[src/hw/rtl/satok_pkg.sv]
// Shared types, character codes and error codes for the shell argument tokenizer.
package satok_pkg;

    localparam logic [7:0] CH_SPACE = 8'h20;
    localparam logic [7:0] CH_TAB   = 8'h09;
    localparam logic [7:0] CH_NL    = 8'h0A;
    localparam logic [7:0] CH_NUL   = 8'h00;
    localparam logic [7:0] CH_SQ    = 8'h27;
    localparam logic [7:0] CH_DQ    = 8'h22;
    localparam logic [7:0] CH_BSL   = 8'h5C;

    localparam logic [7:0] MAX_ARGS_RESET = 8'd16;

    localparam int IN_DATA_W   = 16;
    localparam int OUT_DATA_W  = 24;
    localparam int OUT_USER_W  = 2;

    typedef enum logic [1:0] {
        ERR_NONE     = 2'd0,
        ERR_QUOTE    = 2'd1,
        ERR_OVERFLOW = 2'd2,
        ERR_DANGLING = 2'd3
    } err_code_t;

    typedef struct packed {
        logic [7:0] char_in;
        logic [7:0] next_char;
    } in_item_t;

    typedef struct packed {
        logic [7:0] char_out;
        logic       char_valid;
        logic       token_end;
        logic [7:0] arg_index;
        logic       line_done;
        err_code_t  error_code;
    } result_t;

endpackage

[src/hw/rtl/satok_in_stage.sv]
// Input register stage: holds one accepted character item.
module satok_in_stage
(
    input  logic                       clk,
    input  logic                       rst_n,
    input  logic                       in_valid,
    output logic                       in_ready,
    input  satok_pkg::in_item_t        in_item,
    input  logic                       take,
    output logic                       item_valid,
    output satok_pkg::in_item_t        item
);

    logic                valid_reg;
    logic                valid_next;
    satok_pkg::in_item_t item_reg;

    // free when empty or the held item is consumed this cycle
    assign in_ready   = !valid_reg || take;
    assign item_valid = valid_reg;
    assign item       = item_reg;

    always_comb
    begin
        valid_next = valid_reg;
        if (in_ready)
        begin
            valid_next = in_valid;
        end
    end

    always_ff @(posedge clk or negedge rst_n)
    begin
        if (!rst_n)
        begin
            valid_reg <= 1'b0;
        end
        else
        begin
            valid_reg <= valid_next;
        end
    end

    always_ff @(posedge clk)
    begin
        if (in_ready && in_valid)
        begin
            item_reg <= in_item;
        end
    end

endmodule

[src/hw/rtl/satok_core.sv]
// Tokenizer state and the per-character step logic.
module satok_core
(
    input  logic                  clk,
    input  logic                  rst_n,
    input  logic                  cfg_we,
    input  logic [7:0]            cfg_value,
    input  logic                  step,
    input  satok_pkg::in_item_t   item,
    output satok_pkg::result_t    result
);

    logic [7:0] max_args_reg;
    logic       tok_reg,   tok_next;
    logic       quote_reg, quote_next;
    logic       esc_reg,   esc_next;
    logic       dq_reg,    dq_next;
    logic [7:0] cnt_reg,   cnt_next;
    logic       halt_reg,  halt_next;

    always_comb
    begin
        logic [7:0]           c;
        logic [7:0]           qch;
        logic                 add;
        logic                 fin;
        logic                 tend;
        logic                 done;
        logic                 clr;
        satok_pkg::err_code_t err;

        c          = item.char_in;
        qch        = dq_reg ? satok_pkg::CH_DQ : satok_pkg::CH_SQ;
        add        = 1'b0;
        fin        = 1'b0;
        tend       = 1'b0;
        done       = 1'b0;
        clr        = 1'b0;
        err        = satok_pkg::ERR_NONE;
        tok_next   = tok_reg;
        quote_next = quote_reg;
        esc_next   = esc_reg;
        dq_next    = dq_reg;
        cnt_next   = cnt_reg;
        halt_next  = halt_reg;

        if (halt_reg)
        begin
            // skip to the terminator, which clears the line quietly
            clr = (c == satok_pkg::CH_NUL);
        end
        else
        begin
            if (c inside {satok_pkg::CH_SPACE, satok_pkg::CH_TAB,
                          satok_pkg::CH_NL, satok_pkg::CH_NUL})
            begin
                if (tok_reg)
                begin
                    if (quote_reg)
                    begin
                        add = 1'b1;
                    end
                    else if (esc_reg)
                    begin
                        esc_next = 1'b0;
                        add      = 1'b1;
                    end
                    else
                    begin
                        tok_next = 1'b0;
                        fin      = 1'b1;
                    end
                end
            end
            else if (c inside {satok_pkg::CH_SQ, satok_pkg::CH_DQ})
            begin
                if (esc_reg)
                begin
                    tok_next = 1'b1;
                    add      = 1'b1;
                    esc_next = 1'b0;
                end
                else if (!tok_reg)
                begin
                    tok_next   = 1'b1;
                    quote_next = 1'b1;
                    dq_next    = (c == satok_pkg::CH_DQ);
                end
                else if (quote_reg)
                begin
                    if (c == qch)
                    begin
                        quote_next = 1'b0;
                        tok_next   = 1'b0;
                        fin        = 1'b1;
                    end
                    else
                    begin
                        add = 1'b1;
                    end
                end
                else
                begin
                    err = satok_pkg::ERR_QUOTE;   // stray quote in bare token
                end
            end
            else if (c == satok_pkg::CH_BSL)
            begin
                if (quote_reg && (item.next_char != qch))
                begin
                    add = 1'b1;
                end
                else if (esc_reg)
                begin
                    esc_next = 1'b0;
                    tok_next = 1'b1;
                    add      = 1'b1;
                end
                else
                begin
                    esc_next = 1'b1;
                    tok_next = 1'b1;
                end
            end
            else
            begin
                esc_next = 1'b0;
                tok_next = 1'b1;
                add      = 1'b1;
            end

            if ((err == satok_pkg::ERR_NONE) && fin)
            begin
                if (cnt_reg == max_args_reg)
                begin
                    err = satok_pkg::ERR_OVERFLOW;
                end
                else
                begin
                    tend     = 1'b1;
                    cnt_next = cnt_reg + 8'd1;
                end
            end

            if (c == satok_pkg::CH_NUL)
            begin
                add  = 1'b0;
                done = 1'b1;
                clr  = 1'b1;
                if (err == satok_pkg::ERR_NONE)
                begin
                    if (quote_next)
                    begin
                        err = satok_pkg::ERR_QUOTE;
                    end
                    else if (esc_next || tok_next)
                    begin
                        err = satok_pkg::ERR_DANGLING;
                    end
                end
            end
            else if (err != satok_pkg::ERR_NONE)
            begin
                done      = 1'b1;
                halt_next = 1'b1;
                add       = 1'b0;
                tend      = 1'b0;
            end
        end

        if (clr)
        begin
            tok_next   = 1'b0;
            quote_next = 1'b0;
            esc_next   = 1'b0;
            dq_next    = 1'b0;
            cnt_next   = 8'd0;
            halt_next  = 1'b0;
        end

        // index is always the count before this character
        result.char_out   = add ? c : 8'd0;
        result.char_valid = add;
        result.token_end  = tend;
        result.arg_index  = cnt_reg;
        result.line_done  = done;
        result.error_code = err;
    end

    always_ff @(posedge clk or negedge rst_n)
    begin
        if (!rst_n)
        begin
            max_args_reg <= satok_pkg::MAX_ARGS_RESET;
        end
        else if (cfg_we)
        begin
            max_args_reg <= cfg_value;
        end
    end

    always_ff @(posedge clk or negedge rst_n)
    begin
        if (!rst_n)
        begin
            tok_reg   <= 1'b0;
            quote_reg <= 1'b0;
            esc_reg   <= 1'b0;
            dq_reg    <= 1'b0;
            cnt_reg   <= 8'd0;
            halt_reg  <= 1'b0;
        end
        else if (step)
        begin
            tok_reg   <= tok_next;
            quote_reg <= quote_next;
            esc_reg   <= esc_next;
            dq_reg    <= dq_next;
            cnt_reg   <= cnt_next;
            halt_reg  <= halt_next;
        end
    end

endmodule

[src/hw/rtl/satok_out_stage.sv]
// Result register stage driving the output stream.
module satok_out_stage
(
    input  logic                clk,
    input  logic                rst_n,
    input  logic                load,
    input  satok_pkg::result_t  result,
    output logic                free,
    output logic                out_valid,
    input  logic                out_ready,
    output satok_pkg::result_t  out_item
);

    logic               valid_reg;
    logic               valid_next;
    satok_pkg::result_t item_reg;

    assign free      = !valid_reg || out_ready;
    assign out_valid = valid_reg;
    assign out_item  = item_reg;

    always_comb
    begin
        valid_next = valid_reg;
        if (free)
        begin
            valid_next = load;
        end
    end

    always_ff @(posedge clk or negedge rst_n)
    begin
        if (!rst_n)
        begin
            valid_reg <= 1'b0;
        end
        else
        begin
            valid_reg <= valid_next;
        end
    end

    always_ff @(posedge clk)
    begin
        if (load)
        begin
            item_reg <= result;
        end
    end

endmodule

[src/hw/rtl/shell_argument_tokenizer.sv]
// Top level of the shell-style argument tokenizer.
//
// Splits a command line into arguments, one character per item, the way a
// shell does: blanks (space, tab, newline) separate arguments, single or
// double quotes group text, and a backslash escapes the next character
// (inside quotes it escapes only the closing quote, looked ahead through
// next_char). Each character gives exactly one result item: the character
// to append to the current argument (flagged by char_valid), a token-end
// mark with the completed argument's index, and on the zero terminator or
// an error a line-done mark with an error code. After an error the block
// swallows characters until the terminator, which clears the line state.
// Throughput is one item per clock while the result side does not stall:
// an item is held in the input register, the step logic reads it and the
// tokenizer state together, and the result is registered in the output
// register, from which it leaves on the result stream. A stall on the
// result side holds the output register; the input register still takes
// one item if it is empty, and once both are full s_tready follows
// m_tready in the same cycle.
// max_args (reset 16) is written through the cfg port; cfg_ready is always
// high, and writes belong between lines while the block is idle.
module shell_argument_tokenizer
(
    input  logic                             clk,
    input  logic                             rst_n,
    // input stream
    input  logic                             s_tvalid,
    output logic                             s_tready,
    input  logic [satok_pkg::IN_DATA_W-1:0]  s_tdata,   // char_in[7:0], next_char[15:8]
    // result stream
    output logic                             m_tvalid,
    input  logic                             m_tready,
    output logic [satok_pkg::OUT_DATA_W-1:0] m_tdata,   // char_out[7:0], arg_index[15:8],
                                                        // error_code[17:16], zero[23:18]
    output logic [satok_pkg::OUT_USER_W-1:0] m_tuser,   // char_valid[0], token_end[1]
    output logic                             m_tlast,   // line_done
    // max_args write
    input  logic                             cfg_valid,
    output logic                             cfg_ready,
    input  logic [7:0]                       cfg_data
);

    satok_pkg::in_item_t in_item;
    satok_pkg::in_item_t held_item;
    satok_pkg::result_t  step_result;
    satok_pkg::result_t  out_item;
    logic                held_valid;
    logic                out_free;
    logic                step;

    assign in_item.char_in   = s_tdata[7:0];
    assign in_item.next_char = s_tdata[15:8];

    // process the held character whenever the result register can take it
    assign step      = held_valid && out_free;
    assign cfg_ready = 1'b1;

    satok_in_stage u_in
    (
        .clk        (clk),
        .rst_n      (rst_n),
        .in_valid   (s_tvalid),
        .in_ready   (s_tready),
        .in_item    (in_item),
        .take       (step),
        .item_valid (held_valid),
        .item       (held_item)
    );

    satok_core u_core
    (
        .clk       (clk),
        .rst_n     (rst_n),
        .cfg_we    (cfg_valid),
        .cfg_value (cfg_data),
        .step      (step),
        .item      (held_item),
        .result    (step_result)
    );

    satok_out_stage u_out
    (
        .clk       (clk),
        .rst_n     (rst_n),
        .load      (step),
        .result    (step_result),
        .free      (out_free),
        .out_valid (m_tvalid),
        .out_ready (m_tready),
        .out_item  (out_item)
    );

    assign m_tdata = {6'd0, out_item.error_code, out_item.arg_index, out_item.char_out};
    assign m_tuser = {out_item.token_end, out_item.char_valid};
    assign m_tlast = out_item.line_done;

endmodule
[config.mk]
export PLATFORM = sky130hd
export DESIGN_NAME = shell_argument_tokenizer
export DESIGN_NICKNAME = d
export VERILOG_FILES = /design/src/hw/rtl/satok_pkg.sv /design/src/hw/rtl/satok_in_stage.sv /design/src/hw/rtl/satok_core.sv /design/src/hw/rtl/satok_out_stage.sv /design/src/hw/rtl/shell_argument_tokenizer.sv
export SDC_FILE = /design/constraint.sdc
export NUM_CORES = 1
export LEC_CHECK = 0
export BUFFER_PORTS_ARGS = -buffer_cell sky130_fd_sc_hd__buf_2
export CAP_MARGIN = 20
export CORE_MARGIN = 2
export CORE_UTILIZATION = 30
export CTS_CLUSTER_DIAMETER = 60
export DETAILED_ROUTE_END_ITERATION = 16
export MAX_ROUTING_LAYER = met4
export SKIP_CTS_REPAIR_TIMING = 1
export SLEW_MARGIN = 30
export SYNTH_ARGS = -nofsm -noshare
export SYNTH_HDL_FRONTEND = slang
export SYNTH_SLANG_ARGS = --single-unit
export TNS_END_PERCENT = 5
[constraint.sdc]
create_clock -name clk -period 3.44 [get_ports clk]
set_input_delay 0.688 -clock clk [delete_from_list [all_inputs] [get_ports clk]]
set_output_delay 0.688 -clock clk [all_outputs]
set_load 0.1 [all_outputs]
---- Word level (Yosys, flattened, before mapping) ----
Cells that the tools add are included.
word-level totals
  output and inout port bits .............. 30
  flip-flop bits (word level) ............. 60
  input bits .............................. 29
operators by class
  equal/unequal tests ..................... 14
  add/sub/neg operators ................... 1
  reductions and logical operators ........ 20
  muxes and demuxes ....................... 85
operators by type and width
  kind                                                 count
  two-way mux 1 bit                                    68
  two-way mux 8 bit                                    4
  equality test 8 x 6 -> 1 bit, second input constant  3
  two-way mux 2 bit                                    12
  equality test 8 x 4 -> 1 bit, second input constant  2
  equality test 8 bit                                  2
  != test 2 bit, second input constant                 5
  adder 8 x 1 -> 8 bit, second input constant          1
  equality test 8 x 7 -> 1 bit, second input constant  1
  logical NOT 8 bit                                    1
  != test 8 bit                                        1
  nonzero test 2 bit                                   4
  AND reduction 6 bit                                  1
  logical AND 1 bit                                    4
  logical NOT 2 bit                                    2
  AND reduction 4 bit                                  1
  nonzero test 4 bit                                   1
  logical OR 1 bit                                     3
  two-way mux 3 bit                                    1
  logical NOT 1 bit                                    2
  AND reduction 2 bit                                  1

---- Longest topological paths before layout ----
Gate-level depths: netlist of run 1.
  depth after elaboration ................. 17
  gate-level depth with buffers ........... 8

---- Cells and area by module ----
Synthesis of run 1 repeated with hierarchy kept, for this count alone.
second synthesis, totals
  cell total of the unflattened synthesis .. 238
  area, all modules ....................... 2862.7 µm²
modules (own cells, without submodules)
  module                    area an instance (µm²)  instances  cells each
  satok_core                1584.0                  1          184
  satok_out_stage           678.2                   1          24
  satok_in_stage            534.3                   1          20
  shell_argument_tokenizer  66.3                    1          10

---- Least setup slack after synthesis of run 1 ----
No wires, ideal clock.
  path kind ............................... register to register
  start point ............................. register u_out.valid_reg, in the netlist u_out.out_valid
  end point ............................... register u_in.item_reg (netlist bit u_in.item[0]) (enable)
  library setup time ...................... 0.321 ns
  required time ........................... 3.119 ns
  buffers on the path ..................... 0
  setup slack ............................. 0.511 ns
  cell stages (with the launch flop) ...... 3
  data arrival time ....................... 2.608 ns
  cell sequence ........................... dfrtp_1 > nand3b_1 > and2_1
on the way
  longest elaborated chain between the ends .. 5
RTL lines
  item                    RTL line                        source
  start, declared         satok_out_stage.sv:14           logic valid_reg;
  start signal, assigned  satok_out_stage.sv:39           valid_reg <= valid_next;
  logical NOT 1 bit       satok_out_stage.sv:18           assign free = !valid_reg || out_ready;
  logical OR 1 bit        satok_out_stage.sv:18
  logical AND 1 bit       shell_argument_tokenizer.sv:54  assign step = held_valid && out_free;
  logical OR 1 bit        satok_in_stage.sv:19            assign in_ready = !valid_reg || take;
  named net s_tready      shell_argument_tokenizer.sv:27  output logic s_tready,
  logical AND 1 bit       satok_in_stage.sv:46            if (in_ready && in_valid)
  end signal, assigned    satok_in_stage.sv:48            item_reg <= in_item;
  end, declared           satok_in_stage.sv:16            satok_pkg::in_item_t item_reg;
The timed path passes the listed nets, and every way through them passes these cells.
A chain may end at the register's enable or synchronous reset.

==> results.py, run 1 <==
metrics = {
    "timing": {
        "hold_viol": 0,
        "setup_tns_ns": 0,
        "drv_slew": 0,
        "tightest_slew_ns": 0.693,
        "max_freq_mhz": 416,
        "relSlewSlack_pct": 53.4,
        "finalCritPeriodShare_pct": 69.8,
        "period_needed_ns": 2.40,
        "skew_ns": 0.00950,
        "rsz0062_at_grt": "false",
        "setup_viol": 0,
    },
    "final_layout": {
        "final_nets": 322,
        "areaGrowthSynthToFinish_pct": 19.3,
        "largest_reg_flops": 21,
        "diodes": 0,
        "drive_above_1_share_pct": 27.0,
    },
    "global_routing": {
        "gr-total-overflow": 0,
        "antenna_found_initial": 0,
        "grt_pass1_vias": 1815,
        "grt_pass1_wl_mm": 9.30,
        "track_usage_pct": 12.1,
        "grt_max_degree": 30,
    },
    "detailed_routing": {
        "drc_errors": 0,
        "dr.max_layer_used": "met4",
        "wl_per_cell_um": 13.4,
        "dr.pass1.iters": 4,
        "final_antenna_net_count": 0,
        "drtIter0Drc": 140,
        "met3_length_um": 362,
        "vias": 1983,
        "dr_wl_met2_mm": 2.49,
        "post_drt_via_cell_ratio": 4.67,
        "wl_mm": 5.70,
        "m1WireLength_mm": 2.73,
    },
    "floorplan": {
        "die_h_um": 102,
        "dieWidth_um": 102,
        "initial_core_util_pct": 31.0,
        "row_count": 35,
        "die-area_um2": 10400,
        "core_area_um2": 9280,
        "pin_count": 59,
    },
    "logic_synthesis": {
        "synthArstFlopShare_pct": 38.3,
        "syn_inst": 241,
        "yosys.area.top_type_share_pct": 38.6,
        "synth_top_area_cell": "edfxtp_1",
        "yosys-top-cells-area": "edfxtp_1, dfrtp_1, mux2_2, xnor2_1, nand2_1",
        "synth_xor_area_share_pct": 3.04,
        "synth_top_family_by_area": "simple AND/OR/NAND/NOR gates",
        "synth_compound_area_share_pct": 9.43,
        "synthMuxAreaShare_pct": 5.26,
        "synthSimpleGateAreaFrac_pct": 18.3,
        "yosysWarnings": 0,
        "synthDistinctLibCells": 55,
        "synth-main-ff-cell": "edfxtp_1",
        "synth_edf_count": 37,
        "syn-mean-instance-area_um2": 11.9,
        "ys_seq_area_share_pct": 58.6,
        "synth_fa_ha_area_share_pct": 0.869,
        "mappedNetlistArea_um2": 2880,
        "synth.ff_latch_count": 60,
    },
    "placement": {
        "hpwl_mm": 4.15,
        "place_congestion": 0.919,
        "port_buffers": 51,
    },
    "power": {
        "irDropWorstVdd_uv": 242,
        "p_leak_nw": 1.33,
        "powerDensity_nw_per_um2": 545,
        "finalPower_mw": 1.87,
    },
    "clock_tree": {
        "root_buffer": "clkbuf_8",
        "numCtsBuffers": 9,
        "h-tree-depth": 3,
        "cts_tree": "done",
        "cts_buffer_depth": 2,
        "clkTransAtPathRegs_ns": 0.07,
        "cts.sinks": 60,
        "clock_latency_ns": 0.34,
    },
    "outcome": {
        "status": "finished clean",
    },
    "setup_path": {
        "cp_data_required_time_ns": 3.64,
        "path_class": "register to register",
        "critPathArrivalTime_ns": 2.60,
        "cp-end-kind": "register",
        "crit_fanout": 12,
        "critPathLaunchType": "register",
    },
    "flow_run": {
        "drv_cap": 0,
    },
    "worst_hold_path": {
        "hp-class": "primary input to async pin",
    },
}
-- layer usage --
metal | track usage, % | vias up
met5 | - | -
met4 | 4.72 | 0
met3 | 4.38 | 9
met2 | 16.8 | 61
met1 | 16.2 | 922
li1 | - | 991
-- cell type report --
type / instances / area, µm²
fillers: 951 / 5850
flip-flops and latches: 60 / 1690
multi-input cells: 161 / 1090
repair buffers: 51 / 255
clock buffers: 12 / 165
well taps: 129 / 161
clock inverters: 4 / 46.3
inverters: 8 / 30.0
-- per-stage QoR --
step | hold WS [ns] | cell area (µm²) | util (%) | cells | setup WS (ns)
2_1_floorplan | 0.392 | 2900 | - | 246 | 0.511
3_3_place_gp | 0.477 | 3220 | 34.7 | 409 | 1.03
3_5_place_dp | 0.493 | 3220 | 34.7 | 409 | 0.966
4_1_cts | 0.331 | 3440 | 37.0 | 425 | 1.02
5_1_grt | 0.356 | 3440 | 37.0 | 425 | 0.864
6_report | 0.316 | 3440 | 37.0 | 425 | 1.04
-- final timing paths --
check / from / endpoint / depth (start not counted) / slack (ns)
setup / recovery: u_in.item[8]$_DFFE_PP_ / u_out.out_item[16]$_SDFFCE_PN0P_ / 5 / 1.04
hold / removal: rst_n / u_core.cnt_reg[7]$_DFFE_PN0P_ / 1 / 0.32
setup reg to reg: u_in.item[8]$_DFFE_PP_ / u_out.out_item[16]$_SDFFCE_PN0P_ / 5 / 1.04
hold reg to reg: u_in.item_valid$_DFFE_PN0N_ / u_out.out_valid$_DFFE_PN0P_ / 1 / 0.50
max in group asynchronous: rst_n / u_core.max_args_reg[4]$_DFFE_PN1P_ / 1 / 2.76
min in group clk: u_in.item_valid$_DFFE_PN0N_ / u_out.out_valid$_DFFE_PN0P_ / 1 / 0.50
-- worst max-delay path, cell delays in order, from the launching register on --
cell and delay, ns:
edfxtp_1 0.56, or3_1 0.48, o21a_1 0.17, or4_4 0.50, a211oi_4 0.38, and2_1 0.19
-- kinds of logic after synthesis --
family / after synthesis
buffers and inverters: 25
xor gates and xnor gates: 10
DFF: 60
and+or+nand+nor: 91
muxes: 14
AOI/OAI and AO/OA: 37
other: 2
adders and majority gates: 2
-- synthesized netlist by cell type, types with 2 or more instances --
library cell  count
edfxtp_1         37
dfrtp_1          22
nand2_1          19
and2_1           11
clkbuf_1         10
nand2b_1         10
xnor2_1           9
mux2_2            8
nor4_1            8
buf_4             7
inv_1             7
nor2_1            7
a21oi_1           6
nand4_1           6
o21ai_0           6
mux2i_1           5
nand3_1           5
nor3_1            5
or3_1             3
or4_1             3
a31oi_1           2
a41oi_1           2
conb_1            2
ha_1              2
nand3b_1          2
nor3b_1           2
o211ai_1          2
o21a_1            2
o21ai_1           2
o22ai_1           2
o311ai_0          2
o32a_1            2
-- power by group --
part | switching [mW] | total, mW | leakage, nW | internal (mW)
registers | 0.0473 | 0.877 | 0.628 | 0.830
clock network | 0.261 | 0.651 | 0.106 | 0.390
logic | 0.264 | 0.343 | 0.594 | 0.0789
total | 0.572 | 1.87 | 1.33 | 1.30
-- cells in the final DEF, fill, tap and decap left out, types with 6 or more instances in the layout --
cell type / n
nor4_1: 8
conb_1: 7
nand4_1: 6
nor2_1: 7
a21oi_1: 6
xnor2_1: 9
edfxtp_1: 37
buf_2: 51
inv_1: 7
and2_1: 11
dfrtp_1: 22
mux2_2: 8
nand2_1: 19
o21ai_0: 6
clkbuf_8: 12
nand2b_1: 10
Note: power is estimated with default switching activity, not from simulation.
==> run 2: changes to the inputs <==
clock period = 2.4 ns   (was 3.44 ns; I/O delays follow)
==> run 2 against run 1 <==
Combinational power grew 49%; hold slack lost 0.21 ns; utilization grew 0.90 points; routed wire length grew 3.2%; clock skew grew 0.0016 ns; clock-buffer cell count shrank 2; clock power grew 40%; critical path depth shrank 1; total power grew 43%; die area is the same; register-to-register slack lost 0.94 ns; first-iteration DRC count shrank 40%; critical path type unchanged; critical endpoint is now u_out.out_item[20]$_SDFFCE_PN0P_; largest cell class unchanged.
==> results.py, run 2 (synthesis results as in run 1) <==
metrics = {
    "clock_tree": {
        "clock_latency_ns": 0.34,
        "cts.sinks": 60,
        "root_buffer": "clkbuf_8",
        "h-tree-depth": 3,
        "clkTransAtPathRegs_ns": 0.07,
        "numCtsBuffers": 9,
        "cts_buffer_depth": 2,
        "cts_tree": "done",
    },
    "setup_path": {
        "path_class": "register to register",
        "rr_worst_depth": 4,
        "path_cells": "or4_1, or4_4, a211oi_4, and2_1",
        "critPathArrivalTime_ns": 2.51,
        "timing.rr.end": "u_out.out_item[20]$_SDFFCE_PN0P_",
        "r2r_slack_ns": 0.09,
        "slowest_stage": "or4_1",
        "cp_data_required_time_ns": 2.60,
        "startpoint": "u_in.item[12]$_DFFE_PP_",
        "path_delay_family": "simple AND/OR/NAND/NOR gates",
        "cp-end-kind": "register",
        "slowest_delay_ns": 0.64,
        "path_buf_inv": 0,
        "crit_fanout": 9,
        "r2r-start": "u_in.item[12]$_DFFE_PP_",
        "critPathLaunchType": "register",
    },
    "global_routing": {
        "grt_pass1_vias": 1959,
        "antenna_found_initial": 0,
        "grt_pass1_wl_mm": 9.49,
        "gr-total-overflow": 0,
        "grt_max_degree": 24,
        "track_usage_pct": 12.4,
    },
    "floorplan": {
        "initial_core_util_pct": 31.0,
        "core_area_um2": 9280,
        "die_h_um": 102,
        "row_count": 35,
        "pin_count": 59,
        "dieWidth_um": 102,
        "die-area_um2": 10400,
    },
    "final_layout": {
        "final_cell_area_um2": 3520,
        "final_nets": 334,
        "diodes": 0,
        "drive_above_1_share_pct": 30.8,
        "areaGrowthSynthToFinish_pct": 22.3,
        "fin_cells": 437,
        "largest_reg_flops": 21,
        "final_common_cell": "buf_2",
        "mostFrequentLayoutCells": "buf_2, edfxtp_1, dfrtp_1, nand2_1, buf_4",
    },
    "placement": {
        "dp_slack_ns": 0.102,
        "place_congestion": 0.862,
        "hpwl_mm": 4.34,
        "port_buffers": 51,
        "place_inst": 421,
        "postPlaceCellArea_um2": 3320,
    },
    "timing": {
        "skew_ns": 0.0111,
        "period_needed_ns": 2.31,
        "tightest_slew_ns": 0.828,
        "fin_ws_ns": 0.0931,
        "max_freq_mhz": 433,
        "setup_tns_ns": 0,
        "setup_viol": 0,
        "finalCritPeriodShare_pct": 96.1,
        "rsz0062_at_grt": "false",
        "relSlewSlack_pct": 44.1,
        "hold_viol": 0,
        "drv_slew": 0,
    },
    "flow_run": {
        "drv_cap": 0,
    },
    "detailed_routing": {
        "final_antenna_net_count": 0,
        "drc_errors": 0,
        "wl_mm": 5.89,
        "dr.pass1.iters": 4,
        "vias": 2060,
        "m1WireLength_mm": 2.77,
        "dr.max_layer_used": "met4",
        "post_drt_via_cell_ratio": 4.71,
        "drtIter0Drc": 84,
        "met3_length_um": 293,
        "dr_wl_met2_mm": 2.66,
        "wl_per_cell_um": 13.5,
    },
    "power": {
        "irDropWorstVdd_uv": 282,
        "p_leak_nw": 1.38,
        "powerDensity_nw_per_um2": 760,
    },
    "outcome": {
        "status": "finished clean",
    },
    "worst_hold_path": {
        "hp-class": "primary input to async pin",
    },
}
## run 2: changes by cell type in the layout (fill, tap and decap cells not counted), sizes merged
cell      previous run  this run
buf                 51        63
clkbuf              12        10
clkinv               2         3
clkinvlp             1         2
## run 2: layout make-up
type	count	area, µm²
inverters	8	30.0
clock inverters	6	63.8
clock buffers	10	138
multi-input cells	161	1090
flip-flops and latches	60	1690
fillers	921	5760
repair buffers	63	345
well taps	129	161
## run 2: how the worst max path moves through the flow
stage / slack (ns) / cells after the start / to
CTS: 0.07 / 4 / u_out.out_item[20]$_SDFFCE_PN0P_
global route: 0.003 / 4 / u_out.out_item[20]$_SDFFCE_PN0P_
global placement: 0.16 / 4 / u_out.out_item[20]$_SDFFCE_PN0P_
floorplan: 0.01 / 2 / u_in.item[0]$_DFFE_PP_
detailed placement: 0.10 / 4 / u_out.out_item[20]$_SDFFCE_PN0P_
finish: 0.09 / 4 / u_out.out_item[20]$_SDFFCE_PN0P_
## run 2: worst register-to-register path, stage by stage, from the launching register on
cell and delay [ns]:
edfxtp_1 0.43, or4_1 0.64, or4_4 0.57, a211oi_4 0.35
and2_1 0.18
## run 2: report_power, final
group          switching [mW]  total, mW  internal (mW)
Sequential             0.0636       1.25           1.19
Clock                   0.407      0.912          0.505
Combinational           0.385      0.511          0.127
## run 2: routing by layer
metal,global-route usage [%],vias up
met5,-,-
met4,6.77,0
met3,3.42,15
met2,18.0,54
met1,15.6,977
li1,-,1014
## run 2: through the flow
stage	hold WS, ns	power, mW	utilization (%)
after global placement	0.475	1.78	35.7
after floorplan	0.184	1.69	-
after CTS	0.120	2.70	37.9
after global routing	0.145	2.79	37.9
after detailed placement	0.496	1.79	35.7
final	0.109	2.67	37.9
